**config.mk**
```make
export PLATFORM = sky130hd
export DESIGN_NAME = led_dashboard_frame_encoder
export DESIGN_NICKNAME = d
export VERILOG_FILES = /design/src/hdl/ldfe_pkg.sv /design/src/hdl/led_dashboard_frame_encoder.sv
export SDC_FILE = /design/constraint.sdc
export NUM_CORES = 1
export LEC_CHECK = 0
export CAP_MARGIN = 20
export CELL_PAD_IN_SITES_DETAIL_PLACEMENT = 1
export CELL_PAD_IN_SITES_GLOBAL_PLACEMENT = 1
export CORE_AREA = 2 2 96 98
export DETAILED_ROUTE_END_ITERATION = 10
export DIE_AREA = 0 0 98 100
export DONT_BUFFER_PORTS = 1
export GPL_ROUTABILITY_DRIVEN = 0
export PLACE_DENSITY = 0.82
export SYNTH_ARGS = -nofsm -noshare
export SYNTH_HDL_FRONTEND = slang
export SYNTH_SLANG_ARGS = --single-unit
export TNS_END_PERCENT = 30
```
**constraint.sdc**
```tcl
create_clock -name clk -period 11 [get_ports clk]
set_input_delay 2.2 -clock clk [delete_from_list [all_inputs] [get_ports clk]]
set_output_delay 2.2 -clock clk [all_outputs]
set_load 0.01 [all_outputs]
```
**src/hdl/ldfe_pkg.sv**
```systemverilog
// Package for the LED dashboard frame encoder.
// Holds frame constants, glyph codes and the byte-encoding functions.
// No dependencies.
`default_nettype none

package ldfe_pkg;

  localparam int unsigned FRAME_BYTES = 6;
  localparam int unsigned IDX_W       = $clog2(FRAME_BYTES);
  localparam logic [IDX_W-1:0] FRAME_LAST = IDX_W'(FRAME_BYTES - 1);

  localparam logic [3:0] BAR_FULL = 4'd8;
  localparam logic [6:0] SHOW_MAX = 7'd99;

  // Letter glyphs for the out-of-range display
  localparam logic [7:0] GLYPH_L = 8'h2C;
  localparam logic [7:0] GLYPH_O = 8'hEE;
  localparam logic [7:0] GLYPH_H = 8'hBA;
  localparam logic [7:0] GLYPH_I = 8'h82;

  typedef logic [7:0] byte_t;

  // Seven-segment code for one decimal digit
  function automatic byte_t seg_code(input logic [3:0] digit);
    byte_t code;
    case (digit)
      4'd0:    code = 8'hEE;
      4'd1:    code = 8'h82;
      4'd2:    code = 8'hDC;
      4'd3:    code = 8'hD6;
      4'd4:    code = 8'hB2;
      4'd5:    code = 8'h76;
      4'd6:    code = 8'h7E;
      4'd7:    code = 8'hC2;
      4'd8:    code = 8'hFE;
      4'd9:    code = 8'hF6;
      default: code = 8'hEE;
    endcase
    return code;
  endfunction

  // Bar lit from bit 0 upward, level saturated at a full bar
  function automatic byte_t fill_from_low(input logic [3:0] level);
    logic [3:0] n;
    logic [8:0] ones;
    n    = (level > BAR_FULL) ? BAR_FULL : level;
    ones = (9'd1 << n) - 9'd1;
    return ones[7:0];
  endfunction

  // Bar lit from bit 7 downward, level saturated at a full bar
  function automatic byte_t fill_from_high(input logic [3:0] level);
    logic [3:0]  n;
    logic [15:0] mask;
    n    = (level > BAR_FULL) ? BAR_FULL : level;
    mask = 16'hFF00 >> n;
    return mask[7:0];
  endfunction

  function automatic byte_t swap_halves(input byte_t b);
    return {b[3:0], b[7:4]};
  endfunction

endpackage

`default_nettype wire

```
**src/hdl/led_dashboard_frame_encoder.sv**
```systemverilog
// LED dashboard frame encoder, top level.
// Depends on ldfe_pkg for constants and encoding functions.
//
// Each accepted frame yields six driver bytes, one per output transaction: top lamps,
// left bar, right bar, bottom lamps, right digit (nibbles swapped), left digit. The
// sixth byte carries out_frame_end for the latch pulse. A frame held in the input
// register is loaded into the output shift register on the same edge the previous
// frame's last byte is taken, so frames stream without gaps. When the block is empty,
// an accepted frame passes through the input register before it is loaded into the
// output shift register. in_stall is high while the input register holds a frame
// not yet moved to the output side.
`default_nettype none

module led_dashboard_frame_encoder
  import ldfe_pkg::*;
(
  input  wire logic              clk,
  input  wire logic              rst_n,
  input  wire logic              in_valid,
  output logic                   in_stall,
  input  wire logic [3:0]        in_left_level,
  input  wire logic [3:0]        in_right_level,
  input  wire logic [7:0]        in_top_lamps,
  input  wire logic [7:0]        in_bottom_lamps,
  input  wire logic signed [7:0] in_shown_value,
  output logic                   out_valid,
  input  wire logic              out_stall,
  output logic [7:0]             out_driver_byte,
  output logic                   out_frame_end
);

  // Input register
  logic              pend_vld_r, pend_vld_nxt;
  logic [3:0]        left_r, right_r;
  logic [7:0]        top_r, bottom_r;
  logic signed [7:0] value_r;

  // Output shift register
  byte_t             frame_r [FRAME_BYTES];
  byte_t             enc     [FRAME_BYTES];
  logic              busy_r, busy_nxt;
  logic [IDX_W-1:0]  cnt_r, cnt_nxt;

  logic              in_take, out_take, last_byte, load;
  logic              is_neg, is_hi;
  logic [6:0]        mag;
  logic [14:0]       prod;
  logic [3:0]        tens;
  logic [3:0]        units;
  byte_t             left_seg, right_seg;

  // Handshake
  assign in_stall  = pend_vld_r;
  assign in_take   = in_valid & ~pend_vld_r;
  assign out_take  = busy_r & ~out_stall;
  assign last_byte = (cnt_r == FRAME_LAST);
  assign load      = pend_vld_r & (~busy_r | (out_take & last_byte));

  // Split the number into digits: multiply by reciprocal, exact below 100
  assign is_neg = value_r[7];
  assign mag    = value_r[6:0];
  assign is_hi  = ~is_neg & (mag > SHOW_MAX);
  assign prod   = 15'(mag) * 15'd205;
  assign tens   = prod[14:11];
  assign units  = 4'(mag - 7'(tens) * 7'd10);

  always_comb begin
    if (is_neg) begin
      left_seg  = GLYPH_L;
      right_seg = GLYPH_O;
    end else if (is_hi) begin
      left_seg  = GLYPH_H;
      right_seg = GLYPH_I;
    end else begin
      left_seg  = seg_code(tens);
      right_seg = seg_code(units);
    end
  end

  // Assemble the frame in shift-out order
  always_comb begin
    enc[0] = top_r;
    enc[1] = fill_from_low(left_r);
    enc[2] = fill_from_high(right_r);
    enc[3] = bottom_r;
    enc[4] = swap_halves(right_seg);
    enc[5] = left_seg;
  end

  // Control next state
  always_comb begin
    pend_vld_nxt = (pend_vld_r & ~load) | in_take;
    if (load) begin
      busy_nxt = 1'b1;
      cnt_nxt  = '0;
    end else if (out_take) begin
      busy_nxt = ~last_byte;
      cnt_nxt  = last_byte ? '0 : cnt_r + 1'b1;
    end else begin
      busy_nxt = busy_r;
      cnt_nxt  = cnt_r;
    end
  end

  always_ff @(posedge clk) begin
    if (!rst_n) begin
      pend_vld_r <= 1'b0;
      busy_r     <= 1'b0;
      cnt_r      <= '0;
    end else begin
      pend_vld_r <= pend_vld_nxt;
      busy_r     <= busy_nxt;
      cnt_r      <= cnt_nxt;
    end
  end

  // Capture the input transaction
  always_ff @(posedge clk) begin
    if (in_take) begin
      left_r   <= in_left_level;
      right_r  <= in_right_level;
      top_r    <= in_top_lamps;
      bottom_r <= in_bottom_lamps;
      value_r  <= in_shown_value;
    end
  end

  // Load a new frame or advance by one byte
  always_ff @(posedge clk) begin
    if (load) begin
      for (int i = 0; i < FRAME_BYTES; i++) frame_r[i] <= enc[i];
    end else if (out_take) begin
      for (int i = 0; i < FRAME_BYTES - 1; i++) frame_r[i] <= frame_r[i+1];
    end
  end

  assign out_valid       = busy_r;
  assign out_driver_byte = frame_r[0];
  assign out_frame_end   = last_byte;

endmodule

`default_nettype wire

```
# --- Word level (Yosys, flattened, before mapping) ---
# Memories as Yosys holds them, arrays and structs flattened.
# Cells that the tools add are included.
totals:
  reg_bits: 37
  latch_bits: 0
  mem_bits_rw: 48
  mem_bits_ro: 224
  in_bits: 36
  out_inout_bits: 11
  elab_cells: 63
  n_memories: 3
memory_table:
  columns: ["name", "words", "width", "rd", "rd_ports_with_merged_regs", "wr", "line", "rtl"]
  rows:
  - ["(name not given)", 16, 7, 1, 0, 0, "ldfe_pkg.sv:26", "case (digit)"]
  - ["(name not given)", 16, 7, 1, 0, 0, "ldfe_pkg.sv:26", null]
  - ["frame_r", 6, 8, 6, 0, 6, "led_dashboard_frame_encoder.sv:39", "byte_t frame_r [FRAME_BYTES];"]
classes:
  n_addsub: 3
  n_mul: 2
  n_div: 0
  order_cmp: 3
  n_eq_ne: 1
  shift: 2
  mux: 19
  bitwise: 20
  reduce_logical: 2
ops:
  columns: ["op", "n"]
  rows:
  - ["$mux 8", 9]
  - ["$shr 16x4->8 const A", 1]
  - ["$mul 7x8->15 const B", 1]
  - ["$gt 4x4->1 const B", 2]
  - ["$mux 4", 2]
  - ["$shl 1x4->8 const A", 1]
  - ["$sub 8x1->8 const B", 1]
  - ["$gt 7x7->1 const B", 1]
  - ["$mux 1", 7]
  - ["$not 1->1", 7]
  - ["$or 1x1->1", 7]
  - ["$and 1x1->1", 6]
  - ["$mul 4x3->3 const B", 1]
  - ["$sub 4x4->4", 1]
  - ["$add 3x1->3 const B", 1]
  - ["$eq 3x3->1 const B", 1]
  - ["$mux 3", 1]
  - ["$reduce_bool 2->1", 1]
  - ["$reduce_or 2->1", 1]

# --- Logic depth before layout (Yosys ltp) ---
# Gate-level depths: netlist of the first run.
depth:
  depth_word: 8
  ltp_mapped: 21
  mapped_depth_nobuf: 21

# --- Worst setup path before layout of the first run ---
# Ideal clock, no wire load.
synth_path:
  path_type: "reg-to-reg"
  start: "register value_r[4]"
  end: "memory frame_r[0][39] in the netlist's numbering (data pin)"
  setup_time_ns: 0.258
  arrival_time_ns: 4.852
  required_ns: 10.742
  slack_ns: 5.890
  stages_incl_launch_ff: 19
  n_path_buf: 0
  synth_period_minus_slack_ns: 5.110
  cell_sequence: "edfxtp_1 -> ha_1 -> ha_1 -> fa_1 -> inv_1 -> fa_1 -> inv_1 -> ha_1 -> or3_1 -> o21ai_1 -> o211ai_1 -> xor2_1 -> xnor2_1 -> ha_1 -> nor4_1 -> xnor2_1 -> xnor3_2 -> o21ai_1 -> a21oi_1"
synth_lines:
  columns: ["element", "line", "rtl"]
  rows:
  - ["from (decl)", "led_dashboard_frame_encoder.sv:36", "logic signed [7:0] value_r;"]
  - ["from (signal assigned)", "led_dashboard_frame_encoder.sv:124", "value_r <= in_shown_value;"]
  - ["to (decl)", "led_dashboard_frame_encoder.sv:39", null]

==> impl_metrics.json, run 1 <==
{
  "cp_max_fo": 10,
  "die_h_um": 100,
  "min_period_over_period_pct": 52.3,
  "rsz0062_at_grt": "false",
  "syn_area_mm2": 0.00474,
  "synth_cell_type_count": 51,
  "ys_ff_latch": 84,
  "antenna_left": 0,
  "antenna_cells": 0,
  "yosysWarnings": 0,
  "path_clk_slew_ns": 0.08,
  "die_width_um": 98,
  "final.setup.tns_ns": 0,
  "drt_first_pass_iters": 4,
  "start_kind": "register",
  "drcViolationCount": 0,
  "clockRootBuffer": "clkbuf_8",
  "port-buffer-count": 0,
  "antenna_found_initial": 0,
  "cts_max_path_buffers": 2,
  "utilization_pct": 56.4,
  "avgSynthCellArea_um2": 11.2,
  "wire_per_inst_um": 19.2,
  "async_reset_ff_share_pct": 0,
  "clock.fmax_mhz": 174,
  "yosysSeqAreaShare_pct": 52.2,
  "cts-resized-gates": 0,
  "final_max_slew_viol_count": 0,
  "peakVddDrop_uv": 98.3,
  "clkLatencyLatePin_ns": 0.35,
  "track_usage_pct": 22.3,
  "critPathCaptureType": "register",
  "nFillCells": 941,
  "grt_max_degree": 41,
  "synth_edf_count": 79,
  "cts_tree": "done",
  "cts_made_buffers": 9,
  "wl_mm": 10.3,
  "skew_ns": 0.0112,
  "vias": 3067,
  "drtIter0Drc": 155,
  "cts.sinks": 84,
  "ios": 47,
  "required_ns": 11.09,
  "setup_ws_ns": 5.24,
  "cts_max_level": 3,
  "synthToLayoutAreaGrowth_pct": 5.89,
  "syn_nets": 517,
  "status": "finished, final reports clean",
  "dp_hpwl_mm": 7.50,
  "first_global_vias": 3392,
  "rows": 35,
  "core_mm2": 0.00889,
  "setup_violations": 0,
  "hp-class": "reg -> reg",
  "path_class": "reg -> reg",
  "place_ws_ns": 5.29,
  "tightest_slew_ns": 0.701,
  "power_density_mw_per_mm2": 199,
  "dieArea_mm2": 0.00980,
  "min_period_ns": 5.76,
  "post_cts_buffers": 0,
  "final_layout_size_suffix_gt1_share_pct": 6.35,
  "grt_pass1_wl_mm": 16.9,
  "vias_per_cell": 5.72,
  "initial_core_util_pct": 53.3,
  "synthFlopType": "edfxtp_1",
  "maxSlewHeadroom_pct": 52.9,
  "power.leakage_uw": 0.00204,
  "synthCells": 423,
  "final_nets": 514,
  "arrival_ns": 5.85,
  "cap_violations": 0,
  "hold_viol": 0,
  "grt-ovfl-total": 0,
  "postCtsHoldBufs": 0
}
through the flow:
stage               cell area (um^2)  hold WS (ns)  power, uW  instances
floorplan                       4740         0.484        708        423
global placement                4830         0.493        774        520
detailed placement              4830         0.503        792        520
CTS                             5020         0.521       1010        536
global route                    5020         0.556       1070        536
finish                          5020         0.519       1000        536
where the power goes:
part           switching [uW]  internal (uW)
sequential               17.7            393
clock                     110            102
combinational             219            158
cell usage after synthesis, types with 2 or more instances:
cell type / n / share of area (%)
o21ai_0: 14 / 1.5
nor3_1: 11 / 1.2
ha_1: 50 / 13
nand3_1: 3 / 0.32
a21o_1: 5 / 0.79
fa_1: 8 / 3.4
o21a_1: 2 / 0.32
nor2b_1: 4 / 0.53
nor3b_1: 3 / 0.48
o211ai_1: 2 / 0.32
nand2_1: 64 / 5.1
xnor2_1: 6 / 1.1
nor2_1: 33 / 2.6
a31oi_1: 9 / 1.2
dfxtp_1: 5 / 2.1
xor2_1: 3 / 0.55
clkbuf_1: 8 / 0.63
o21ai_1: 8 / 0.85
buf_1: 2 / 0.16
and2_1: 4 / 0.53
or3_1: 3 / 0.40
inv_1: 34 / 2.7
a211oi_1: 5 / 0.79
buf_4: 8 / 1.3
a21oi_1: 18 / 1.9
edfxtp_1: 79 / 50
o22ai_1: 2 / 0.26
nand2b_1: 7 / 0.92
layout by cell type, fill, tap and decap left out, types with 4 or more instances in the layout:
cell / n
a21oi_1: 17
dfxtp_1: 5
nor2_1: 33
clkbuf_8: 10
a21o_1: 5
buf_4: 4
o21ai_1: 8
inv_1: 34
o21ai_0: 13
nor3_1: 11
and2_1: 4
fa_1: 8
ha_1: 50
nand2b_1: 7
edfxtp_1: 79
a211oi_1: 5
a31oi_1: 9
xnor2_1: 6
nand2_1: 64
worst max-delay path: stages (launching register included):
cell	delay [ns]
edfxtp_1	0.48
inv_1	0.13
ha_1	0.30
inv_1	0.10
fa_1	0.44
ha_1	0.29
inv_1	0.05
fa_1	0.50
inv_1	0.06
ha_1	0.24
or3_1	0.35
o21ai_1	0.23
o211ai_1	0.17
xor2_1	0.56
xnor2_1	0.15
ha_1	0.23
nor4_1	0.38
xnor2_1	0.22
xnor3_2	0.37
o21ai_1	0.18
a211oi_1	0.07
state kept, by name (all words and copies together), names as in the netlist:
name / flops
top_r: 8
value_r: 8
cnt_r: 3
in_stall: 1
left_r: 4
out_valid: 1
frame_r: 47
right_r: 4
bottom_r: 8
path summary, 6_finish.rpt:
kind,start,to,slack (ns),cells after the start
setup / recovery,value_r[4],frame_r[0][32],5.24,20
hold / removal,frame_r[0][11],frame_r[0][3],0.52,2
setup reg to reg,value_r[4],frame_r[0][32],5.24,20
hold reg to reg,frame_r[0][11],frame_r[0][3],0.52,2
cell type report:
class / count / area, um^2 / share of cell area (%)
sequential: 84 / 2470 / 49.3
tap: 111 / 139 / 2.77
multi-input combinational: 287 / 2060 / 41.0
inverter: 34 / 128 / 2.54
clock inverter: 3 / 20.0 / 0.399
clock buffer: 13 / 170 / 3.39
timing repair buffer: 4 / 30.0 / 0.599
layer usage:
layer  GRT usage [%]  wire length (um)  up-vias  part of all wire (%)
met3            3.62               320       15                   3.1
met1            26.0              4040     1515                    39
met5               0                 0        -                     0
met4            8.97               203        0                   2.0
li1                -                 -     1477                     -
met2            41.0              5710       60                    56
cell families (layout without fill, tap and decap cells):
group                    count (synthesis)  in the layout  share of synthesized area (%)
XOR/XNOR                                11             11                           2.64
flip-flops                              84             84                           52.2
adder cells (fa/ha/maj)                 58             58                           16.6
buffers and inverters                   52             54                           4.75
AND/OR/NAND/NOR                        143            143                           13.9
AO/OA/AOI/OAI                           75             75                           9.93
Power figures use the tool's default switching activity.
==> inputs of run 2 (changes only) <==
--- a/config.mk
+++ b/config.mk
@@ -5,15 +5,16 @@
 export SDC_FILE = /design/constraint.sdc
 export NUM_CORES = 1
 export LEC_CHECK = 0
+export ABC_AREA = 1
 export CAP_MARGIN = 20
 export CELL_PAD_IN_SITES_DETAIL_PLACEMENT = 1
 export CELL_PAD_IN_SITES_GLOBAL_PLACEMENT = 1
-export CORE_AREA = 2 2 96 98
+export CORE_AREA = 2 2 102 104
 export DETAILED_ROUTE_END_ITERATION = 10
-export DIE_AREA = 0 0 98 100
+export DIE_AREA = 0 0 104 106
 export DONT_BUFFER_PORTS = 1
 export GPL_ROUTABILITY_DRIVEN = 0
-export PLACE_DENSITY = 0.82
+export PLACE_DENSITY = 0.77
 export SYNTH_ARGS = -nofsm -noshare
 export SYNTH_HDL_FRONTEND = slang
 export SYNTH_SLANG_ARGS = --single-unit
==> constraint.sdc (replaced) <==
create_clock -name clk -period 5.5 [get_ports clk]
set_input_delay 1.1 -clock clk [delete_from_list [all_inputs] [get_ports clk]]
set_output_delay 1.1 -clock clk [all_outputs]
set_load 0.01 [all_outputs]
==> run 2 against run 1 <==
Register-to-register slack lost 4.4 ns; area after synthesis grew 3.1%; power grew 100%; final cell count grew 18%; clock power grew 130%; sequential share of layout area shrank 1.9 points; critical path type unchanged; largest cell class unchanged; highest routed layer unchanged.
==> impl_metrics.json, run 2 <==
{
  "whs_ns": 0.524,
  "final_layout_size_suffix_gt1_share_pct": 12.7,
  "final_max_slew_viol_count": 0,
  "synthFlopType": "edfxtp_1",
  "track_usage_pct": 19.8,
  "clkLatencyLatePin_ns": 0.38,
  "cap_violations": 0,
  "wire_per_inst_um": 15.8,
  "postCtsHoldBufs": 0,
  "synth_edf_count": 79,
  "core_mm2": 0.0100,
  "yosysWarnings": 0,
  "synth_cell_type_count": 36,
  "synthCells": 492,
  "required_ns": 5.64,
  "path_class": "reg -> reg",
  "final_common_cell": "nand2_1",
  "wl_mm": 9.99,
  "arrival_ns": 4.83,
  "antenna_found_initial": 0,
  "cts.sinks": 84,
  "crit_path_start": "value_r[4]",
  "rows": 37,
  "avgSynthCellArea_um2": 9.93,
  "hp-class": "reg -> reg",
  "peakVddDrop_uv": 211,
  "min_period_ns": 4.69,
  "largest_reg_flops": 47,
  "power.total_uw": 2040,
  "vias": 3221,
  "cts_made_buffers": 9,
  "ios": 47,
  "tightest_slew_ns": 0.992,
  "cts_max_path_buffers": 2,
  "power_density_mw_per_mm2": 391,
  "cts_max_level": 3,
  "power.leakage_uw": 0.00227,
  "multi_input_area_mm2": 0.00206,
  "syn_nets": 586,
  "drcViolationCount": 0,
  "reg2reg_to": "frame_r[0][34]",
  "port-buffer-count": 0,
  "synthToLayoutAreaGrowth_pct": 6.74,
  "final.setup.tns_ns": 0,
  "r2r_cells": 22,
  "status": "finished, final reports clean",
  "antenna_cells": 0,
  "grt_max_degree": 41,
  "yosysSeqAreaShare_pct": 50.6,
  "rsz0062_at_grt": "false",
  "critPathCaptureType": "register",
  "final_nets": 584,
  "cts_tree": "done",
  "async_reset_ff_share_pct": 0,
  "die_h_um": 106,
  "regArea_mm2": 0.00247,
  "drtIter0Drc": 136,
  "crit_end": "frame_r[0][34]",
  "start_kind": "register",
  "ys_ff_latch": 84,
  "syn_area_mm2": 0.00488,
  "antenna_left": 0,
  "reg2reg_slack_ns": 0.81,
  "critical_path.reg2reg.startpoint": "value_r[4]",
  "netlist_top_cells_area": "edfxtp_1, ha_1, nand2_1",
  "first_global_vias": 3469,
  "skew_ns": 0.0120,
  "vias_per_cell": 5.10,
  "dieArea_mm2": 0.0110,
  "path_clk_slew_ns": 0.09,
  "setup_violations": 0,
  "final_cell_mix": "nand2_1, edfxtp_1, inv_1, ha_1, nor2_1",
  "initial_core_util_pct": 48.8,
  "grt-ovfl-total": 0,
  "cts-resized-gates": 0,
  "min_period_over_period_pct": 85.3,
  "synth_commonest_cells": "nand2_1, edfxtp_1, inv_1, ha_1, nor2_1",
  "dp_hpwl_mm": 7.56,
  "maxSlewHeadroom_pct": 33.7,
  "placed_cells": 615,
  "nFillCells": 1139,
  "post_cts_buffers": 0,
  "synth_top_area_cell": "edfxtp_1",
  "die_width_um": 104,
  "drt_first_pass_iters": 4,
  "cp_max_fo": 7,
  "clock.fmax_mhz": 213,
  "synth_top_area_share_pct": 48.6,
  "hold_viol": 0,
  "regMostFlops": "frame_r",
  "grt_pass1_wl_mm": 16.7,
  "stdcell_count": 631,
  "clockRootBuffer": "clkbuf_8",
  "synth_most_common_cell": "nand2_1"
}
==> run 2: changes by cell type after synthesis, moves of 5 or more <==
cell / before / now
nand2_1: 64 / 120
inv_1: 34 / 62
nand2_2: 0 / 14
nand3_1: 3 / 16
inv_2: 0 / 12
nand2b_1: 7 / 0
nor3_1: 11 / 4
xnor2_1: 6 / 0
a211oi_1: 5 / 0
a21o_1: 5 / 0
a21oi_1: 18 / 13
nand3_2: 0 / 5
==> run 2: layer usage <==
| layer | global-route usage (%) | vias up | routed length (um) |
|---|---|---|---|
| met4 | 6.66 | 0 | 138 |
| met3 | 4.90 | 10 | 335 |
| li1 | - | 1608 | - |
| met5 | 0 | - | 0 |
| met1 | 23.5 | 1561 | 4340 |
| met2 | 35.4 | 42 | 5170 |
==> run 2: cells by family (layout without fill, tap and decap cells) <==
family	count (synthesis)	after routing	synth area share, %
XOR/XNOR	3	3	0.538
buffers and inverters	90	93	7.66
multiplexers	1	1	0.231
AND/OR/NAND/NOR	204	204	18.6
flip-flops	84	84	50.6
AO/OA/AOI/OAI	52	52	6.22
adder cells (fa/ha/maj)	58	58	16.1
==> run 2: through the flow <==
step	worst slack, ns	instance area, um^2	util (%)
2_1_floorplan	1.24	4880	-
3_3_place_gp	0.936	5000	50.0
3_5_place_dp	0.819	5000	50.0
4_1_cts	0.781	5210	52.1
5_1_grt	0.317	5210	52.1
6_report	0.810	5210	52.1
==> run 2: critical path, cell delays in order, from the launching register on <==
cell and delay, ns:
edfxtp_1 0.48, inv_1 0.13, ha_1 0.30, inv_1 0.10, fa_1 0.43, ha_1 0.29, inv_1 0.06, fa_1 0.50
inv_1 0.04, ha_1 0.31, a21oi_1 0.19, o21ai_0 0.12, nand2_1 0.10, nand3_1 0.08, nand2_1 0.07, nand2_2 0.13
xor2_1 0.18, ha_1 0.36, inv_1 0.12, a21oi_1 0.17, o21ai_0 0.10, o21ai_1 0.13, nand2_1 0.05
==> run 2: how the worst min path moves through the flow <==
stage | startpoint | to | slack, ns | cells after the start
global route | frame_r[0][36] | frame_r[0][28] | 0.54 | 2
global placement | cnt_r[0] | cnt_r[0] | 0.48 | 2
floorplan | cnt_r[0] | cnt_r[0] | 0.46 | 2
detailed placement | cnt_r[0] | cnt_r[0] | 0.50 | 2
CTS | cnt_r[0] | cnt_r[0] | 0.51 | 2
finish | frame_r[0][33] | frame_r[0][25] | 0.52 | 2
==> run 2: power by group <==
part | internal, uW | total [uW] | switching (uW)
logic | 256 | 742 | 487
registers | 784 | 814 | 30.3
clock network | 257 | 482 | 226
==> run 2: final cells by class <==
cell class | count | area share, %
clock buffer | 10 | 2.45
clock inverter | 6 | 1.68
inverter | 75 | 5.45
multi-input combinational | 318 | 39.5
sequential | 84 | 47.4
tap | 136 | 3.26
timing repair buffer | 2 | 0.288
==> inputs of run 3 (changes only) <==
--- a/config.mk
+++ b/config.mk
@@ -5,16 +5,15 @@
 export SDC_FILE = /design/constraint.sdc
 export NUM_CORES = 1
 export LEC_CHECK = 0
-export ABC_AREA = 1
 export CAP_MARGIN = 20
 export CELL_PAD_IN_SITES_DETAIL_PLACEMENT = 1
 export CELL_PAD_IN_SITES_GLOBAL_PLACEMENT = 1
-export CORE_AREA = 2 2 102 104
+export CORE_AREA = 2 2 100 102
 export DETAILED_ROUTE_END_ITERATION = 10
-export DIE_AREA = 0 0 104 106
+export DIE_AREA = 0 0 102 104
 export DONT_BUFFER_PORTS = 1
 export GPL_ROUTABILITY_DRIVEN = 0
-export PLACE_DENSITY = 0.77
+export PLACE_DENSITY = 0.76
 export SYNTH_ARGS = -nofsm -noshare
 export SYNTH_HDL_FRONTEND = slang
 export SYNTH_SLANG_ARGS = --single-unit
==> run 3 against run 2 <==
Largest cell class unchanged; power decreased by 1.8%; critical endpoint is now frame_r[0][39]; critical path type unchanged; final cell count decreased by 9.4%; sequential cell count unchanged; combinational power increased by 8.2%.
==> impl_metrics.json, run 3 (synthesis results as in run 1) <==
{
  "final_common_cell": "edfxtp_1",
  "path_class": "reg -> reg",
  "drcViolationCount": 0,
  "antenna_found_initial": 0,
  "setup_ws_ns": 0.342,
  "status": "finished, final reports clean",
  "arrival_ns": 5.26,
  "final_nets": 528,
  "grt_max_degree": 41,
  "skew_ns": 0.00831,
  "path_clk_slew_ns": 0.08,
  "path_buf_inv": 3,
  "core_mm2": 0.00955,
  "antenna_cells": 0,
  "dieArea_mm2": 0.0106,
  "min_period_ns": 5.16,
  "fin_area_mm2": 0.00515,
  "final_cell_mix": "edfxtp_1, nand2_1, ha_1, inv_1, nor2_1",
  "regMostFlops": "frame_r",
  "cp_top_family": "adder cells",
  "final_layout_size_suffix_gt1_share_pct": 10.3,
  "postCtsHoldBufs": 0,
  "place_ws_ns": 0.166,
  "whs_ns": 0.515,
  "placed_cells": 545,
  "clockRootBuffer": "clkbuf_8",
  "cp_max_fo": 6,
  "required_ns": 5.60,
  "cts_made_buffers": 9,
  "critPathCaptureType": "register",
  "ios": 47,
  "nFillCells": 1049,
  "hold_viol": 0,
  "vias_per_cell": 5.42,
  "rows": 36,
  "clkLatencyLatePin_ns": 0.35,
  "power.leakage_uw": 0.00211,
  "cts_tree": "done",
  "initial_core_util_pct": 49.6,
  "start_kind": "register",
  "antenna_left": 0,
  "tightest_slew_ns": 0.693,
  "critPathMaxStageDelay_ns": 0.52,
  "setup_violations": 0,
  "final_max_slew_viol_count": 0,
  "cts.sinks": 84,
  "maxSlewHeadroom_pct": 53.5,
  "drt_first_pass_iters": 4,
  "die_h_um": 104,
  "hp-class": "reg -> reg",
  "min_period_over_period_pct": 93.8,
  "cts_max_path_buffers": 2,
  "placed_cell_area_mm2": 0.00488,
  "crit_chain": "ha_1, ha_1, fa_1, inv_1, fa_1, inv_1, ha_1, or3_1, o21ai_2, o21a_1, and2_4, ha_1, inv_1, ha_1, nor4_2, xnor2_1, xnor3_2, o21ai_1, a21oi_1",
  "track_usage_pct": 19.6,
  "stdcell_count": 572,
  "vias": 3102,
  "power_density_mw_per_mm2": 389,
  "slowest_stage": "fa_1",
  "cap_violations": 0,
  "drtIter0Drc": 170,
  "crit_top_cell": "ha_1",
  "clock.fmax_mhz": 194,
  "grt-ovfl-total": 0,
  "port-buffer-count": 0,
  "cts_max_level": 3,
  "largest_reg_flops": 47,
  "grt_pass1_wl_mm": 16.1,
  "first_global_vias": 3277,
  "peakVddDrop_uv": 178,
  "wl_mm": 9.96,
  "dp_hpwl_mm": 7.14,
  "wire_per_inst_um": 17.4,
  "die_width_um": 102,
  "synthToLayoutAreaGrowth_pct": 8.72
}
==> run 3: cell count changes in the layout (fill, tap and decap cells not counted), sizes merged, moves of 7 or more <==
cell,change
buf,+16
inv,-42
nand2,-74
nand2b,+7
nand3,-18
==> run 3: per-stage QoR <==
step	total power [uW]	util, %	TNS [ns]
floorplan	1420	-	0
global placement	1560	51.1	0
detailed placement	1600	51.1	0
CTS	1980	52.8	0
global route	2140	53.9	-0.00564
finish	2000	53.9	0
==> run 3: area by class of cell <==
| class | instances | area [um^2] | area share [%] |
|---|---|---|---|
| Sequential cell | 84 | 2470 | 48.0 |
| Clock inverter | 3 | 15.0 | 0.292 |
| Inverter | 34 | 128 | 2.48 |
| Timing Repair Buffer | 18 | 135 | 2.62 |
| Multi-Input combinational cell | 287 | 2080 | 40.5 |
| Clock buffer | 13 | 149 | 2.89 |
| Tap cell | 133 | 166 | 3.23 |
==> run 3: routing by layer <==
metal	wire length, um	share of wire, %	up-vias	global-route usage (%)
li1	-	-	1513	-
met1	4300	43	1531	24.7
met2	5190	52	45	33.5
met3	304	3.1	13	3.70
met4	162	1.6	0	6.67
met5	0	0	-	0
==> run 3: what timing repair did <==
item,4_1_cts,5_1_grt
setup buffers,0,11
gates resized for setup,0,5
endpoints found under the setup margin,0,7
==> run 3: final timing paths <==
| path | startpoint | end | slack (ns) | cells past startpoint |
|---|---|---|---|---|
| worst max-delay path | value_r[4] | frame_r[0][39] | 0.34 | 19 |
| worst min-delay path | frame_r[0][12] | frame_r[0][4] | 0.52 | 2 |
| worst max register to register | value_r[4] | frame_r[0][39] | 0.34 | 19 |
| worst min register to register | frame_r[0][12] | frame_r[0][4] | 0.52 | 2 |
==> run 3: worst register-to-register path: stages, from the launching register on <==
cell and delay [ns]:
edfxtp_1 0.49, ha_1 0.34, ha_1 0.31, fa_1 0.52, inv_1 0.06, fa_1 0.49
inv_1 0.04, ha_1 0.23, or3_1 0.41, o21ai_2 0.16, o21a_1 0.16, and2_4 0.19
ha_1 0.15, inv_1 0.04, ha_1 0.18, nor4_2 0.30, xnor2_1 0.21, xnor3_2 0.36
o21ai_1 0.17, a21oi_1 0.09
==> run 3: power breakdown <==
| group | leakage [uW] | switching, uW | internal, uW | total, uW |
|---|---|---|---|---|
| clock | 0.0000872 | 204 | 175 | 379 |
| combinational | 0.00125 | 458 | 345 | 803 |
| sequential | 0.000773 | 32.7 | 787 | 820 |
| total | 0.00211 | 695 | 1310 | 2000 |
